===== src/rtl/core/rdmc_pkg.sv =====
// shared types, codes and helpers for the replan decision and mode controller
package rdmc_pkg;

    // counter width for the failure and reversal counters
    localparam int COUNT_W = 8;

    // heading deadband half-width in microradians
    localparam int DEADBAND_URAD = 1000;

    // flag bit positions
    localparam int FLAG_HOLD       = 0;
    localparam int FLAG_VALID      = 1;
    localparam int FLAG_PREFIX_OK  = 2;
    localparam int FLAG_BLOCKED    = 3;
    localparam int FLAG_EXHAUSTING = 4;
    localparam int FLAG_SCORE      = 5;
    localparam int FLAG_GUIDE      = 6;

    typedef logic [COUNT_W-1:0] t_count;

    typedef enum logic [1:0] {
        EV_DECIDE     = 2'd0,
        EV_RECOV_FAIL = 2'd1,
        EV_GUIDE_SET  = 2'd2,
        EV_GUIDE_CLR  = 2'd3
    } t_event;

    typedef enum logic [2:0] {
        ACT_PUBLISH = 3'd0,
        ACT_KEEP    = 3'd1,
        ACT_RECOVER = 3'd2,
        ACT_HOLD    = 3'd3,
        ACT_STALE   = 3'd4
    } t_action;

    typedef enum logic [1:0] {
        PM_DIRECT   = 2'd0,
        PM_RECOVERY = 2'd1,
        PM_GUIDED   = 2'd2,
        PM_HOLD     = 2'd3
    } t_pmode;

    typedef enum logic [1:0] {
        SIGN_NONE = 2'd0,
        SIGN_POS  = 2'd1,
        SIGN_NEG  = 2'd2
    } t_sign;

    typedef enum logic [1:0] {
        CFG_FAILURE_LIMIT    = 2'd0,
        CFG_PROGRESS_TIMEOUT = 2'd1,
        CFG_MIN_SCORE_GAIN   = 2'd2,
        CFG_SWITCH_LIMIT     = 2'd3
    } t_cfg_idx;

    // configuration register file contents
    typedef struct packed {
        logic [7:0]  failure_limit;
        logic [19:0] progress_timeout_ms;
        logic [30:0] min_score_gain;
        logic [7:0]  switch_limit;
    } t_cfg;

    // one input event
    typedef struct packed {
        logic [1:0]         mode;
        logic [31:0]        gen_id;
        logic [31:0]        latest_gen_id;
        logic [31:0]        grid_rev;
        logic [31:0]        latest_grid_rev;
        logic [6:0]         flags;
        logic [19:0]        since_progress_ms;
        logic signed [22:0] heading_offset_urad;
        logic signed [31:0] active_score_val;
        logic signed [31:0] candidate_score_val;
        logic [31:0]        new_guide_rev;
    } t_in_item;

    // one result
    typedef struct packed {
        logic [2:0]  action;
        logic [1:0]  planner_mode;
        logic [7:0]  failure_count;
        logic        guide_present;
        logic [31:0] guide_rev_out;
    } t_out_item;

    // saturating increment at the all-ones value
    function automatic t_count count_sat_inc(input t_count c);
        t_count r;
        r = (c == {COUNT_W{1'b1}}) ? c : c + t_count'(1);
        return r;
    endfunction

    // clamp a counter onto the 8-bit result field
    function automatic logic [7:0] count_to_out(input t_count c);
        logic [31:0] w;
        w = 32'(c);
        return (w > 32'd255) ? 8'hFF : w[7:0];
    endfunction

endpackage


===== src/rtl/core/rdmc_in_if.sv =====
// input event channel
interface rdmc_in_if;
    logic               valid;
    logic               ready;
    logic [1:0]         mode;
    logic [31:0]        gen_id;
    logic [31:0]        latest_gen_id;
    logic [31:0]        grid_rev;
    logic [31:0]        latest_grid_rev;
    logic [6:0]         flags;
    logic [19:0]        since_progress_ms;
    logic signed [22:0] heading_offset_urad;
    logic signed [31:0] active_score_val;
    logic signed [31:0] candidate_score_val;
    logic [31:0]        new_guide_rev;

    modport source (
        output valid, mode, gen_id, latest_gen_id, grid_rev, latest_grid_rev, flags,
               since_progress_ms, heading_offset_urad, active_score_val,
               candidate_score_val, new_guide_rev,
        input  ready
    );

    modport sink (
        input  valid, mode, gen_id, latest_gen_id, grid_rev, latest_grid_rev, flags,
               since_progress_ms, heading_offset_urad, active_score_val,
               candidate_score_val, new_guide_rev,
        output ready
    );
endinterface


===== src/rtl/core/rdmc_out_if.sv =====
// result channel
interface rdmc_out_if;
    logic        valid;
    logic        ready;
    logic [2:0]  action;
    logic [1:0]  planner_mode;
    logic [7:0]  failure_count;
    logic        guide_present;
    logic [31:0] guide_rev_out;

    modport source (
        output valid, action, planner_mode, failure_count, guide_present, guide_rev_out,
        input  ready
    );

    modport sink (
        input  valid, action, planner_mode, failure_count, guide_present, guide_rev_out,
        output ready
    );
endinterface


===== src/rtl/core/replan_decision_mode_controller.sv =====
// top level of the replan decision and mode controller
// Usage:
//   i_in carries one planner event per beat (decide, recovery failed, guide set,
//   guide cleared). o_out carries one result beat for each decide or
//   recovery-failed event; guide events update state and give no beat.
//   The configuration port writes a register at any edge with i_cfg_we high outside reset;
//   write only while no event is in flight.
// Path: an accepted event is held in the input register, decided there
//   against the controller state, and its result is loaded into the result
//   register that drives o_out once that register is free.
// Throughput: one event per cycle if o_out is ready; the decision is one pass
//   of compares and counter updates between the input and result registers.
// Stall: while o_out is stalled with a result waiting, the input register
//   still takes one more event, and i_in.ready drops until the result moves.
// Reset: i_rst_n low at an edge empties both registers, restores the
//   configuration defaults and clears mode, counters, direction and guide.
module replan_decision_mode_controller (
    input  logic        i_clk,
    input  logic        i_rst_n,
    rdmc_in_if.sink     i_in,
    rdmc_out_if.source  o_out,
    input  logic        i_cfg_we,
    input  logic [1:0]  i_cfg_idx,
    input  logic [30:0] i_cfg_data
);

    rdmc_pkg::t_cfg      cfg;
    rdmc_pkg::t_in_item  in_item;
    rdmc_pkg::t_in_item  r_s1_item;
    logic                r_s1_valid;
    rdmc_pkg::t_out_item core_result;
    rdmc_pkg::t_out_item r_out_item;
    logic                r_out_valid;
    logic                core_has_result;
    logic                out_free;
    logic                s1_fire;
    logic                in_beat;

    rdmc_cfg_regs u_cfg (
        .i_clk      (i_clk),
        .i_rst_n    (i_rst_n),
        .i_cfg_we   (i_cfg_we),
        .i_cfg_idx  (i_cfg_idx),
        .i_cfg_data (i_cfg_data),
        .o_cfg      (cfg)
    );

    // pack the incoming beat
    always_comb begin
        in_item.mode                = i_in.mode;
        in_item.gen_id              = i_in.gen_id;
        in_item.latest_gen_id       = i_in.latest_gen_id;
        in_item.grid_rev            = i_in.grid_rev;
        in_item.latest_grid_rev     = i_in.latest_grid_rev;
        in_item.flags               = i_in.flags;
        in_item.since_progress_ms   = i_in.since_progress_ms;
        in_item.heading_offset_urad = i_in.heading_offset_urad;
        in_item.active_score_val    = i_in.active_score_val;
        in_item.candidate_score_val = i_in.candidate_score_val;
        in_item.new_guide_rev       = i_in.new_guide_rev;
    end

    // handshake between the two register stages
    assign out_free    = !r_out_valid || o_out.ready;
    assign s1_fire     = r_s1_valid && out_free;
    assign i_in.ready  = !r_s1_valid || s1_fire;
    assign in_beat     = i_in.valid && i_in.ready;

    // input register
    always_ff @(posedge i_clk) begin
        if (!i_rst_n) begin
            r_s1_valid <= 1'b0;
        end else if (i_in.ready) begin
            r_s1_valid <= i_in.valid;
        end
    end

    always_ff @(posedge i_clk) begin
        if (in_beat) begin
            r_s1_item <= in_item;
        end
    end

    rdmc_core u_core (
        .i_clk        (i_clk),
        .i_rst_n      (i_rst_n),
        .i_fire       (s1_fire),
        .i_item       (r_s1_item),
        .i_cfg        (cfg),
        .o_has_result (core_has_result),
        .o_result     (core_result)
    );

    // result register
    always_ff @(posedge i_clk) begin
        if (!i_rst_n) begin
            r_out_valid <= 1'b0;
        end else if (s1_fire) begin
            r_out_valid <= core_has_result;
        end else if (o_out.ready) begin
            r_out_valid <= 1'b0;
        end
    end

    always_ff @(posedge i_clk) begin
        if (s1_fire && core_has_result) begin
            r_out_item <= core_result;
        end
    end

    // drive the result channel
    assign o_out.valid         = r_out_valid;
    assign o_out.action        = r_out_item.action;
    assign o_out.planner_mode  = r_out_item.planner_mode;
    assign o_out.failure_count = r_out_item.failure_count;
    assign o_out.guide_present = r_out_item.guide_present;
    assign o_out.guide_rev_out = r_out_item.guide_rev_out;

endmodule


===== src/rtl/core/rdmc_cfg_regs.sv =====
// configuration register file with write port
module rdmc_cfg_regs (
    input  logic              i_clk,
    input  logic              i_rst_n,
    input  logic              i_cfg_we,
    input  logic [1:0]        i_cfg_idx,
    input  logic [30:0]       i_cfg_data,
    output rdmc_pkg::t_cfg    o_cfg
);

    rdmc_pkg::t_cfg r_cfg;

    // register writes by index
    always_ff @(posedge i_clk) begin
        if (!i_rst_n) begin
            r_cfg.failure_limit       <= 8'd3;
            r_cfg.progress_timeout_ms <= 20'd5000;
            r_cfg.min_score_gain      <= 31'd0;
            r_cfg.switch_limit        <= 8'd3;
        end else if (i_cfg_we) begin
            case (rdmc_pkg::t_cfg_idx'(i_cfg_idx))
                rdmc_pkg::CFG_FAILURE_LIMIT:    r_cfg.failure_limit       <= i_cfg_data[7:0];
                rdmc_pkg::CFG_PROGRESS_TIMEOUT: r_cfg.progress_timeout_ms <= i_cfg_data[19:0];
                rdmc_pkg::CFG_MIN_SCORE_GAIN:   r_cfg.min_score_gain      <= i_cfg_data;
                rdmc_pkg::CFG_SWITCH_LIMIT:     r_cfg.switch_limit        <= i_cfg_data[7:0];
                default: ;
            endcase
        end
    end

    assign o_cfg = r_cfg;

endmodule


===== src/rtl/core/rdmc_core.sv =====
// controller state and single-pass decision logic
module rdmc_core (
    input  logic                i_clk,
    input  logic                i_rst_n,
    input  logic                i_fire,
    input  rdmc_pkg::t_in_item  i_item,
    input  rdmc_pkg::t_cfg      i_cfg,
    output logic                o_has_result,
    output rdmc_pkg::t_out_item o_result
);

    rdmc_pkg::t_pmode  r_mode,   n_mode;
    rdmc_pkg::t_count  r_fail,   n_fail;
    rdmc_pkg::t_count  r_switch, n_switch;
    rdmc_pkg::t_sign   r_last_sign, n_last_sign;
    logic              r_gflag,  n_gflag;
    logic [31:0]       r_grev,   n_grev;
    rdmc_pkg::t_action act;

    logic              stale;
    logic              f_hold, f_valid, f_prefix, f_blocked, f_exhaust, f_score, f_guide;
    logic [7:0]        flim, slim;
    rdmc_pkg::t_count  fail_inc, switch_inc;
    rdmc_pkg::t_sign   sign;
    logic signed [33:0] cand_plus_gain, active_ext;
    logic              replace, better;

    // flag decode
    assign f_hold    = i_item.flags[rdmc_pkg::FLAG_HOLD];
    assign f_valid   = i_item.flags[rdmc_pkg::FLAG_VALID];
    assign f_prefix  = i_item.flags[rdmc_pkg::FLAG_PREFIX_OK];
    assign f_blocked = i_item.flags[rdmc_pkg::FLAG_BLOCKED];
    assign f_exhaust = i_item.flags[rdmc_pkg::FLAG_EXHAUSTING];
    assign f_score   = i_item.flags[rdmc_pkg::FLAG_SCORE];
    assign f_guide   = i_item.flags[rdmc_pkg::FLAG_GUIDE];

    // a zero limit behaves as one
    assign flim = (i_cfg.failure_limit == 8'd0) ? 8'd1 : i_cfg.failure_limit;
    assign slim = (i_cfg.switch_limit == 8'd0) ? 8'd1 : i_cfg.switch_limit;

    assign stale = (i_item.gen_id != i_item.latest_gen_id) ||
                   (i_item.grid_rev != i_item.latest_grid_rev);

    assign fail_inc   = rdmc_pkg::count_sat_inc(r_fail);
    assign switch_inc = rdmc_pkg::count_sat_inc(r_switch);

    // heading direction outside the deadband
    always_comb begin
        if (i_item.heading_offset_urad > 23'(rdmc_pkg::DEADBAND_URAD))
            sign = rdmc_pkg::SIGN_POS;
        else if (i_item.heading_offset_urad < -23'(rdmc_pkg::DEADBAND_URAD))
            sign = rdmc_pkg::SIGN_NEG;
        else
            sign = rdmc_pkg::SIGN_NONE;
    end

    // exact score compare, widened so the sum cannot wrap
    assign cand_plus_gain = 34'(i_item.candidate_score_val) +
                            $signed({3'b000, i_cfg.min_score_gain});
    assign active_ext     = 34'(i_item.active_score_val);
    assign better  = f_score && (cand_plus_gain < active_ext);
    assign replace = !f_prefix || f_blocked || f_exhaust || f_hold || !f_score;

    // next state and action per event kind
    always_comb begin
        n_mode      = r_mode;
        n_fail      = r_fail;
        n_switch    = r_switch;
        n_last_sign = r_last_sign;
        n_gflag     = r_gflag;
        n_grev      = r_grev;
        act         = rdmc_pkg::ACT_KEEP;
        o_has_result = 1'b0;
        case (rdmc_pkg::t_event'(i_item.mode))
            rdmc_pkg::EV_DECIDE: begin
                o_has_result = 1'b1;
                if (stale) begin
                    act = rdmc_pkg::ACT_STALE;
                end else if (f_hold && !r_gflag) begin
                    n_mode = rdmc_pkg::PM_RECOVERY;
                    act    = rdmc_pkg::ACT_RECOVER;
                end else if (!f_valid) begin
                    n_fail = fail_inc;
                    if ((32'(fail_inc) >= 32'(flim)) ||
                        (i_item.since_progress_ms >= i_cfg.progress_timeout_ms)) begin
                        n_mode = rdmc_pkg::PM_RECOVERY;
                        act    = rdmc_pkg::ACT_RECOVER;
                    end else begin
                        act = rdmc_pkg::ACT_KEEP;
                    end
                end else begin
                    n_fail = '0;
                    if (sign != rdmc_pkg::SIGN_NONE && r_last_sign != rdmc_pkg::SIGN_NONE &&
                        sign != r_last_sign)
                        n_switch = switch_inc;
                    if (sign != rdmc_pkg::SIGN_NONE)
                        n_last_sign = sign;
                    if (32'(n_switch) >= 32'(slim)) begin
                        n_switch = '0;
                        n_mode   = rdmc_pkg::PM_RECOVERY;
                        act      = rdmc_pkg::ACT_RECOVER;
                    end else begin
                        n_mode = r_gflag ? rdmc_pkg::PM_GUIDED : rdmc_pkg::PM_DIRECT;
                        act    = (replace || better) ? rdmc_pkg::ACT_PUBLISH
                                                     : rdmc_pkg::ACT_KEEP;
                    end
                end
            end
            rdmc_pkg::EV_RECOV_FAIL: begin
                o_has_result = 1'b1;
                n_mode = f_prefix ? rdmc_pkg::PM_RECOVERY : rdmc_pkg::PM_HOLD;
                act    = f_prefix ? rdmc_pkg::ACT_KEEP : rdmc_pkg::ACT_HOLD;
            end
            rdmc_pkg::EV_GUIDE_SET: begin
                n_grev  = i_item.new_guide_rev;
                n_gflag = f_guide;
            end
            rdmc_pkg::EV_GUIDE_CLR: begin
                n_gflag = 1'b0;
                if (r_mode == rdmc_pkg::PM_GUIDED)
                    n_mode = rdmc_pkg::PM_DIRECT;
            end
            default: ;
        endcase
    end

    // result reflects the state after this event
    always_comb begin
        o_result.action        = act;
        o_result.planner_mode  = n_mode;
        o_result.failure_count = rdmc_pkg::count_to_out(n_fail);
        o_result.guide_present = n_gflag;
        o_result.guide_rev_out = n_grev;
    end

    // state update when an event is processed
    always_ff @(posedge i_clk) begin
        if (!i_rst_n) begin
            r_mode      <= rdmc_pkg::PM_DIRECT;
            r_fail      <= '0;
            r_switch    <= '0;
            r_last_sign <= rdmc_pkg::SIGN_NONE;
            r_gflag     <= 1'b0;
            r_grev      <= 32'd0;
        end else if (i_fire) begin
            r_mode      <= n_mode;
            r_fail      <= n_fail;
            r_switch    <= n_switch;
            r_last_sign <= n_last_sign;
            r_gflag     <= n_gflag;
            r_grev      <= n_grev;
        end
    end

endmodule

===== src/flat_wrapper.sv =====
// flat-port wrapper written by rule: the top's interface ports become plain ports
module replan_decision_mode_controller_flat 
  (i_clk, i_rst_n, i_cfg_we, i_cfg_idx, i_cfg_data, i_in_valid, i_in_mode, i_in_gen_id, i_in_latest_gen_id, i_in_grid_rev, i_in_latest_grid_rev, i_in_flags, i_in_since_progress_ms, i_in_heading_offset_urad, i_in_active_score_val, i_in_candidate_score_val, i_in_new_guide_rev, i_in_ready, o_out_valid, o_out_action, o_out_planner_mode, o_out_failure_count, o_out_guide_present, o_out_guide_rev_out, o_out_ready);
  rdmc_in_if i_in_i ();
  rdmc_out_if o_out_i ();
  input  logic i_clk;
  input  logic i_rst_n;
  input  logic i_cfg_we;
  input  logic [1:0] i_cfg_idx;
  input  logic [30:0] i_cfg_data;
  input wire logic [$bits(i_in_i.valid)-1:0] i_in_valid;
  input wire logic [$bits(i_in_i.mode)-1:0] i_in_mode;
  input wire logic [$bits(i_in_i.gen_id)-1:0] i_in_gen_id;
  input wire logic [$bits(i_in_i.latest_gen_id)-1:0] i_in_latest_gen_id;
  input wire logic [$bits(i_in_i.grid_rev)-1:0] i_in_grid_rev;
  input wire logic [$bits(i_in_i.latest_grid_rev)-1:0] i_in_latest_grid_rev;
  input wire logic [$bits(i_in_i.flags)-1:0] i_in_flags;
  input wire logic [$bits(i_in_i.since_progress_ms)-1:0] i_in_since_progress_ms;
  input wire logic [$bits(i_in_i.heading_offset_urad)-1:0] i_in_heading_offset_urad;
  input wire logic [$bits(i_in_i.active_score_val)-1:0] i_in_active_score_val;
  input wire logic [$bits(i_in_i.candidate_score_val)-1:0] i_in_candidate_score_val;
  input wire logic [$bits(i_in_i.new_guide_rev)-1:0] i_in_new_guide_rev;
  output wire logic [$bits(i_in_i.ready)-1:0] i_in_ready;
  output wire logic [$bits(o_out_i.valid)-1:0] o_out_valid;
  output wire logic [$bits(o_out_i.action)-1:0] o_out_action;
  output wire logic [$bits(o_out_i.planner_mode)-1:0] o_out_planner_mode;
  output wire logic [$bits(o_out_i.failure_count)-1:0] o_out_failure_count;
  output wire logic [$bits(o_out_i.guide_present)-1:0] o_out_guide_present;
  output wire logic [$bits(o_out_i.guide_rev_out)-1:0] o_out_guide_rev_out;
  input wire logic [$bits(o_out_i.ready)-1:0] o_out_ready;
  assign i_in_i.valid = i_in_valid;
  assign i_in_i.mode = i_in_mode;
  assign i_in_i.gen_id = i_in_gen_id;
  assign i_in_i.latest_gen_id = i_in_latest_gen_id;
  assign i_in_i.grid_rev = i_in_grid_rev;
  assign i_in_i.latest_grid_rev = i_in_latest_grid_rev;
  assign i_in_i.flags = i_in_flags;
  assign i_in_i.since_progress_ms = i_in_since_progress_ms;
  assign i_in_i.heading_offset_urad = i_in_heading_offset_urad;
  assign i_in_i.active_score_val = i_in_active_score_val;
  assign i_in_i.candidate_score_val = i_in_candidate_score_val;
  assign i_in_i.new_guide_rev = i_in_new_guide_rev;
  assign i_in_ready = i_in_i.ready;
  assign o_out_valid = o_out_i.valid;
  assign o_out_action = o_out_i.action;
  assign o_out_planner_mode = o_out_i.planner_mode;
  assign o_out_failure_count = o_out_i.failure_count;
  assign o_out_guide_present = o_out_i.guide_present;
  assign o_out_guide_rev_out = o_out_i.guide_rev_out;
  assign o_out_i.ready = o_out_ready;
  replan_decision_mode_controller u_core (.i_clk(i_clk), .i_rst_n(i_rst_n), .i_in(i_in_i), .o_out(o_out_i), .i_cfg_we(i_cfg_we), .i_cfg_idx(i_cfg_idx), .i_cfg_data(i_cfg_data));
endmodule

===== config.mk =====
export PLATFORM = sky130hd
export DESIGN_NAME = replan_decision_mode_controller_flat
export DESIGN_NICKNAME = d
export VERILOG_FILES = /design/src/rtl/core/rdmc_pkg.sv /design/src/rtl/core/rdmc_in_if.sv /design/src/rtl/core/rdmc_out_if.sv /design/src/rtl/core/replan_decision_mode_controller.sv /design/src/rtl/core/rdmc_cfg_regs.sv /design/src/rtl/core/rdmc_core.sv /design/src/flat_wrapper.sv
export SDC_FILE = /design/constraint.sdc
export NUM_CORES = 1
export LEC_CHECK = 0
export BUFFER_PORTS_ARGS = -buffer_cell sky130_fd_sc_hd__buf_4
export CORE_ASPECT_RATIO = 2
export CORE_MARGIN = 2
export CORE_UTILIZATION = 35
export CTS_CLUSTER_DIAMETER = 50
export DETAILED_ROUTE_END_ITERATION = 16
export GPL_TIMING_DRIVEN = 0
export HOLD_SLACK_MARGIN = 0.15
export MAX_ROUTING_LAYER = met4
export PLACE_DENSITY_LB_ADDON = 0.05
export SLEW_MARGIN = 15
export SYNTH_ARGS = -nofsm -noshare
export SYNTH_HDL_FRONTEND = slang
export SYNTH_HIERARCHICAL = 1
export SYNTH_SLANG_ARGS = --single-unit

===== constraint.sdc =====
create_clock -name i_clk -period 20.8 [get_ports i_clk]
set_input_delay 3.12 -clock i_clk [delete_from_list [all_inputs] [get_ports i_clk]]
set_output_delay 3.12 -clock i_clk [all_outputs]
set_load 0.03 [all_outputs]

### Word-level counts from Yosys, hierarchy flattened

Index checks and enable logic that the tools add are counted.

| storage, ports and cells | value |
|---|---|
| flip-flop bits (word level) | 444 |
| output and inout port bits | 48 |

| operators by class | value |
|---|---|
| $add $sub $neg | 3 |
| bitwise logic cells | 2 |
| equality and inequality tests | 12 |
| multiplexer cells | 38 |
| reductions and logical operators | 35 |
| magnitude comparators | 6 |

Operators with widths:

| operator | number |
|---|---|
| $mux 8 | 14 |
| $ne 32x32->1 | 2 |
| $add 32x32->33 | 1 |
| $lt 33x32->1 | 1 |
| $mux 32 | 1 |
| $mux 2 | 13 |
| $gt 23x11->1 const B | 1 |
| $lt 23x11->1 const B | 1 |
| $ge 20x20->1 | 1 |
| $add 8x1->8 const B | 2 |
| $eq 8x8->1 const B | 2 |
| $ge 8x8->1 | 2 |
| $logic_not 8->1 | 2 |
| $eq 2x2->1 const B | 5 |
| $logic_or 1x1->1 | 9 |
| $mux 3 | 3 |
| $reduce_and 2->1 | 4 |
| $logic_and 1x1->1 | 7 |
| $pmux 2 s3 | 1 |
| $pmux 3 s2 | 1 |
| $reduce_and 6->1 | 1 |
| $reduce_bool 2->1 | 3 |
| $logic_not 1->1 | 5 |
| $reduce_and 5->1 | 1 |
| other kinds (7) | 13 |

### Depth between registers and ports, before layout

Gate-level depths: netlist of run 1.

| depth | value |
|---|---|
| depth in word-level cells | 17 |
| gate-level depth with buffers | 20 |
| depth with buffers taken out | 20 |

### Hierarchy

The synthesis of run 1 kept the hierarchy.

Modules (own cells, without submodules):

| module | area each (um^2) | sequential area each (um^2) | instances | cells each |
|---|---|---|---|---|
| replan_decision_mode_controller | 9781.9 | 9709.3 | 1 | 335 |
| rdmc_core | 7229.4 | 1061.0 | 1 | 958 |
| rdmc_cfg_regs | 2582.5 | 1341.3 | 1 | 264 |

### Worst setup path after synthesis of run 1

Ideal clock, no wire load.

| path | value |
|---|---|
| path type | input to register |
| start | input o_out_ready |
| end | register u_core/r_s1_item[0] in the netlist's numbering (enable) |
| setup slack | 3.753 ns |
| buffers on the path | 0 |
| cell stages on the path | 2 |
| arrival | 16.062 ns |
| library setup time | 0.985 ns |
| cell sequence | nor2b_4 > a21boi_1 |

| on the way | value |
|---|---|
| longest elaborated chain between the ends | 4 |

RTL lines:

| what | RTL line | RTL |
|---|---|---|
| from (decl) | flat_wrapper.sv:30 | `input wire logic [$bits(o_out_i.ready)-1:0] o_out_ready;` |
| $logic_or 1x1->1 | replan_decision_mode_controller.sv:64 | `assign out_free = !r_out_valid \|\| o_out.ready;` |
| $logic_and 1x1->1 | replan_decision_mode_controller.sv:65 | `assign s1_fire = r_s1_valid && out_free;` |
| $logic_or 1x1->1 | replan_decision_mode_controller.sv:66 | `assign i_in.ready = !r_s1_valid \|\| s1_fire;` |
| $logic_and 1x1->1 | replan_decision_mode_controller.sv:67 | `assign in_beat = i_in.valid && i_in.ready;` |
| named net u_core.in_beat | replan_decision_mode_controller.sv:37 | `logic in_beat;` |
| to (signal assigned) | replan_decision_mode_controller.sv:80 | `r_s1_item <= in_item;` |
| to (decl) | replan_decision_mode_controller.sv:29 | `rdmc_pkg::t_in_item r_s1_item;` |

The timed path passes the listed nets, and every way through them passes these cells.
A chain may end at the register's enable or synchronous reset.

### Worst setup path in the final report of run 1

| path | value |
|---|---|
| start | input o_out_ready |
| end | output i_in_ready |

| on the way | value |
|---|---|
| longest elaborated chain between the ends | 3 |

RTL lines:

| what | RTL line | RTL |
|---|---|---|
| $logic_or 1x1->1 | replan_decision_mode_controller.sv:64 |  |
| $logic_and 1x1->1 | replan_decision_mode_controller.sv:65 |  |
| $logic_or 1x1->1 | replan_decision_mode_controller.sv:66 |  |
| to (decl) | flat_wrapper.sv:23 | `output wire logic [$bits(i_in_i.ready)-1:0] i_in_ready;` |

No other way between the ends.

==> results of run 1 <==
-- cell families (layout without fill, tap and decap cells) --
logic type                 Yosys count  after routing  share of synthesized area
and+or+nand+nor                    432            432                      0.106
AOI/OAI and AO/OA                  229            229                     0.0806
buffers and inverters              151            608                     0.0317
DFF                                444            444                      0.618
other                                0              2                          0
xor gates and xnor gates            98             98                     0.0438
adders and majority gates          102            102                     0.0655
muxes                              101            101                     0.0538
-- power groups by stage --
stage | registers [uW] | clock network [uW] | logic, uW
floorplan | 1050 | 0 | 114
global placement | 1060 | 0 | 207
detailed placement | 1040 | 0 | 222
CTS | 1020 | 881 | 223
global route | 1020 | 912 | 243
finish | 1020 | 849 | 219
-- layer usage --
metal  vias up  global-route usage  wire (um)
met5         -                   -          0
met4         0              0.0671       1770
met3        76              0.0458       3490
met2       378               0.342      28200
met1      6122               0.168      17400
li1       6529                   -          -
-- state kept, by name, summed over array words and instances, names as in the netlist, 2 cells and up --
name / flops
u_core/o_out.guide_rev_out: 32
u_core/u_core/r_mode: 2
u_core/u_core/r_last_sign: 2
u_core/u_core/r_switch: 8
u_core/u_core/r_fail: 8
u_core/r_s1_item: 276
u_core/u_core/r_grev: 32
u_core/o_out.failure_count: 8
u_core/o_out.planner_mode: 2
u_core/o_out.action: 3
u_core/u_cfg/o_cfg: 67
-- layout make-up --
| cell class | instances | area (um2) | share of cell area |
|---|---|---|---|
| Buffer | 47 | 231 | 0.00918 |
| Multi-Input combinational cell | 962 | 6880 | 0.273 |
| Timing Repair Buffer | 374 | 3120 | 0.124 |
| Inverter | 104 | 390 | 0.0155 |
| Antenna cell | 2 | 5.00 | 0.000198 |
| Clock inverter | 24 | 249 | 0.00987 |
| Sequential cell | 444 | 12100 | 0.480 |
| Clock buffer | 59 | 1310 | 0.0517 |
| Tap cell | 744 | 931 | 0.0369 |
-- cell usage in the layout, fill, tap and decap left out, types with 21 or more instances in the layout --
cell | netlist | layout
a21o_1 | 21 | 21
a21oi_1 | 55 | 55
buf_4 | 9 | 367
clkbuf_1 | 27 | 32
clkbuf_16 | 0 | 49
dfxtp_1 | 122 | 122
edfxtp_1 | 322 | 322
ha_1 | 101 | 101
inv_1 | 103 | 103
mux2_2 | 35 | 35
mux2i_1 | 66 | 66
nand2_1 | 138 | 138
nand3_1 | 21 | 21
nand4_1 | 27 | 27
nor2_1 | 108 | 107
nor3_1 | 46 | 46
nor4_1 | 31 | 31
o21ai_0 | 39 | 39
xnor2_1 | 24 | 24
xor2_1 | 74 | 74
-- worst max-delay path: stages --
cell	delay (ns)
buf_4	0.13
nor2b_4	0.18
nand2_1	0.09
buf_4	0.18
-- per-stage QoR --
stage | utilization | total power, uW
after floorplan | - | 1170
after global placement | 0.419 | 1270
after detailed placement | 0.427 | 1260
after CTS | 0.455 | 2120
after global routing | 0.455 | 2180
final | 0.455 | 2090
-- cell usage after synthesis, drive strengths merged (3+ instances only) --
library cell / instances
a211o: 5
a211oi: 11
a21boi: 11
a21o: 24
a21oi: 58
a31o: 5
a31oi: 8
and2: 6
and3: 9
buf: 20
clkbuf: 27
dfxtp: 122
edfxtp: 322
ha: 101
inv: 103
mux2: 35
mux2i: 66
nand2: 138
nand2b: 12
nand3: 21
nand4: 28
nand4b: 5
nor2: 108
nor2b: 12
nor3: 46
nor4: 32
o2111ai: 3
o211a: 4
o211ai: 9
o21a: 15
o21ai: 43
o21bai: 5
o22ai: 5
o31a: 3
or2: 4
xnor2: 24
xor2: 74
-- worst max-delay path by stage --
stage,start,slack (ns),end,depth (start not counted)
after floorplan,o_out_ready,3.75,u_core/r_s1_item[0],2
after global placement,o_out_ready,-2.34,u_core/r_s1_item[238],3
after detailed placement,o_out_ready,13.98,i_in_ready,4
after CTS,o_out_ready,13.98,i_in_ready,4
after global routing,o_out_ready,13.96,i_in_ready,4
final,o_out_ready,13.99,i_in_ready,4
==> impl_results.md, run 1 <==
* DRC viols at 0
* WL/cell at 18.4 um
* Vias in the first global route at 13723
* Setup TNS at 0 ns
* CP required at 17.68 ns
* Fillcell total at 5115
* Total track usage at 0.179
* Status: finished clean
* Post-route cell area at 25200 um2
* Cell Area, Synth at 19600 um2
* Crit share post-route at 0.327
* Post CTS Setup Buffer Count at 0
* Hold path startpoint: u_core/u_cfg/o_cfg[44]
* Longest Clk Path Bufs at 3
* Sequential share of power at 0.488
* Top cells by area, synth: edfxtp_1 (49%), dfxtp_1 (12%), ha_1 (6.4%)
* Global-route wire length before repair at 76.2 mm
* Clock Skews at 0.0130 ns
* Port Buf Inserts at 358
* Hold buffer count at cts at 0
* Maximum clock frequency at 147 MHz
* # IOs at 362
* Final Hold Viols at 0
* Area share of the leading cell type in the synthesized netlist at 0.493
* Initial antenna violation count at 2
* Total Routed Length at 50.8 mm
* CTS tree: built
* Hold Crit Depth at 2
* Reg-to-Reg End: u_core/o_out.planner_mode[1]
* Ys flop type: edfxtp_1
* Num CTS Buffers at 45
* Synth warnings at 6
* Dpl cells at 2675
* Die Width at 171 um
* Worst Setup Start Kind: primary input
* Minimum setup slack among reg-to-reg paths at 15.86 ns
* ANT nets after route at 0
* Clock slew seen by the registers of the worst setup and hold paths at 0.06 ns
* Initial DRC Count at 459
* Die outline height at 339 um
* Pre-CTS setup slack at 13.98 ns
* # setup viols final at 0
* Synthesized area per cell at 12.6 um2
* DR pass1 iterations at 4
* Worst slew pin tran at 0.856 ns
* Die ar. at 58000 um2
* Hold Crit Class: flop to flop
* Vias/cell at 4.75
* Initial core utilization at 0.354
* RR Startpoint: u_core/r_s1_item[96]
* Distinct cells, synth at 84
* Post-synthesis sequential area ratio at 0.618
* Post-Layout Cell Count at 2760
* Switching power at 484 uW
* Unrepaired setup endpoints after global routing: false
* Clock root buffer: clkbuf_16
* Syn nets at 1973
* Largest net degree at the start of global routing at 29
* Placed inst area at 23700 um2
* Gp weighted congestion at 0.837
* Layout Nets at 2394
* Share of layout cells above drive strength 1 at 0.261
* Post_cts resized at 0
* Sink Count at 444
* P_int at 1600 uW
* Max-cap violation count at 0
* Worst EP arrival at 3.69 ns
* Post-synth top area cell: edfxtp_1
* FF+latch count, synth at 444
* Combinational power share at 0.105
* Pwr Density at 82.8 nW/um2
* R2r worst-path depth at 16
* Min Tclk post-route at 6.81 ns
* Clock power frac at 0.407
* Sw frac at 0.232
* Slew margin rel. at 0.426
* Hold Path End: u_core/u_cfg/o_cfg[44]
* Pleak at 0.0106 uW
* Clock latency on the worst-skew pair at 0.58 ns
* Setup CP Type: primary input to primary output
* Number of synthesized flops with an enable pin at 322
* Worst-path fanout max at 3
* DP Wirelength at 40.2 mm
* Total grt overflow at 0
* Via count at 13105
* Hold Worst Slack at 0.457 ns
* Std-Cell Rows at 122
* Ys async rst share at 0
* Core area at 55400 um2
* Post-Synthesis Cells at 1557
* Layout area overhead at 28.7%
* Setup ws final at 13.99 ns
* Slew Limit Fails at 0
* Worst setup EP type: primary output
* VDD IR max at 0.0000696 V
* Htree depth at 2
(Power assumes the default switching activity.)
==> run 2: changes to the inputs <==
clock period = 5.6 ns   (was 20.8 ns; I/O delays follow)
==> impl_results.md, run 2 (synthesized netlist as in run 1, its figures left out) <==
* Status: finished clean
* Longest Clk Path Bufs at 3
* DP Wirelength at 40.1 mm
* Layout Nets at 2393
* CTS tree: built
* Minimum setup slack among reg-to-reg paths at 0.59 ns
* Total Routed Length at 50.9 mm
* # setup viols final at 0
* Setup ws final at 0.588 ns
* Slowest CP cell: o22ai_1
* Pre-CTS setup slack at 0.468 ns
* Largest net degree at the start of global routing at 28
* Initial DRC Count at 455
* Share of layout cells above drive strength 1 at 0.257
* Fillcell total at 5168
* Post-Layout Cell Count at 2761
* Final Hold Viols at 0
* Post CTS Setup Buffer Count at 0
* Top reg by flops: u_core/r_s1_item
* Min Tclk post-route at 5.01 ns
* Port Buf Inserts at 358
* Gp weighted congestion at 0.855
* Dpl cells at 2674
* Std-Cell Rows at 122
* Worst setup EP type: flop
* Most common cell after layout, fill and taps aside: buf_4
* Largest register FFs at 276
* Die Width at 171 um
* Sink Count at 444
* Total grt overflow at 0
* Via count at 13179
* Placed inst area at 23600 um2
* Clock Skews at 0.0219 ns
* Post-route cell area at 25100 um2
* Num CTS Buffers at 45
* DRC viols at 0
* Worst Setup Start Kind: flop
* Setup TNS at 0 ns
* Hold Worst Slack at 0.433 ns
* Worst EP arrival at 5.41 ns
* Initial antenna violation count at 3
* Global-route wire length before repair at 76.6 mm
* Pleak at 0.0105 uW
* Cells along the critical path: o31a_1 -> o2111ai_1 -> nand4_1 -> a32oi_1 -> o21bai_1 -> buf_2 -> mux2_2 -> ha_1 -> a21o_1 -> a31oi_1 -> o21ai_0 -> o22ai_1 -> nand2_1 -> a21oi_1 -> o21ai_0 -> a21boi_0
* DR pass1 iterations at 6
* Clock latency on the worst-skew pair at 0.58 ns
* Hold buffer count at cts at 0
* Pwr Density at 305 nW/um2
* Vias/cell at 4.77
* Clock root buffer: clkbuf_16
* Post_cts resized at 0
* Maximum clock frequency at 200 MHz
* Total track usage at 0.180
* Unrepaired setup endpoints after global routing: false
* Core area at 55400 um2
* Area of the multi-input gates at 6880 um2
* Clock slew seen by the registers of the worst setup and hold paths at 0.06 ns
* Layout area overhead at 28.3%
* Most frequent cells in the layout: buf_4 (367), edfxtp_1 (322), nand2_1 (138)
* Max-cap violation count at 0
* Worst-path fanout max at 10
* Die ar. at 58000 um2
* Sequential cell area at 12100 um2
* Setup CP Type: flop to flop
* WL/cell at 18.4 um
* ANT nets after route at 0
* Slew Limit Fails at 0
* # IOs at 362
* VDD IR max at 0.000250 V
* Crit share post-route at 0.895
* Die outline height at 339 um
* Htree depth at 2
* Slew margin rel. at 0.402
* Worst slew pin tran at 0.891 ns
* Initial core utilization at 0.354
* Vias in the first global route at 13898
* Hold Crit Class: primary input to flop
* CP required at 6.00 ns
* Max stage delay on crit path at 0.68 ns
* Most used cell, CP: o21ai_0
==> run 2: cell types whose count changed in the layout (fill, tap and decap cells not counted), sizes merged <==
cell      before  now
buf          394  393
clkinvlp       1    3
clkinv        16   12
bufinv         4    3
clkbuf        86   90
diode          2    3
==> run 2: final timing paths <==
kind                            startpoint                      endpoint  cells past startpoint
setup / recovery      u_core/r_s1_item[96]  u_core/o_out.planner_mode[1]                     16
hold / removal    i_in_latest_grid_rev[27]         u_core/r_s1_item[173]                      1
setup reg to reg      u_core/r_s1_item[96]  u_core/o_out.planner_mode[1]                     16
hold reg to reg     u_core/u_cfg/o_cfg[56]        u_core/u_cfg/o_cfg[56]                      2
==> run 2: through the flow <==
step                      power, uW  utilization
after floorplan                4300            -
after global placement         4650        0.419
after detailed placement       4680        0.427
after CTS                      7800        0.453
after global routing           7990        0.454
final                          7660        0.454
==> run 2: routing by layer <==
layer / share of wire / track usage
met5: 0 / -
met1: 0.34 / 0.169
met2: 0.55 / 0.339
met4: 0.039 / 0.0752
met3: 0.066 / 0.0442
==> run 2: area by class of cell <==
| cell class | count | area share |
|---|---|---|
| flip-flops and latches | 444 | 0.482 |
| multi-input cells | 962 | 0.274 |
| repair buffers | 373 | 0.123 |
| clock buffers | 63 | 0.0517 |
| well taps | 744 | 0.0370 |
| inverters | 104 | 0.0155 |
| plain buffers | 47 | 0.00921 |
| clock inverters | 21 | 0.00767 |
| diodes | 3 | 0.000299 |
==> run 2: critical path, delay by kind of cell (launching register included) <==
family	cells	cell delay, ns
compound gates	11	2.96
fa+ha+maj	1	0.19
mux	1	0.36
flops	1	0.36
buf+inv	1	0.31
simple gates	2	0.64
==> run 2: power breakdown <==
group	internal [uW]	switching, uW	total, uW	leakage (uW)
clock	1770	1290	3060	0.000719
sequential	3710	72.1	3790	0.00412
combinational	399	410	809	0.00565
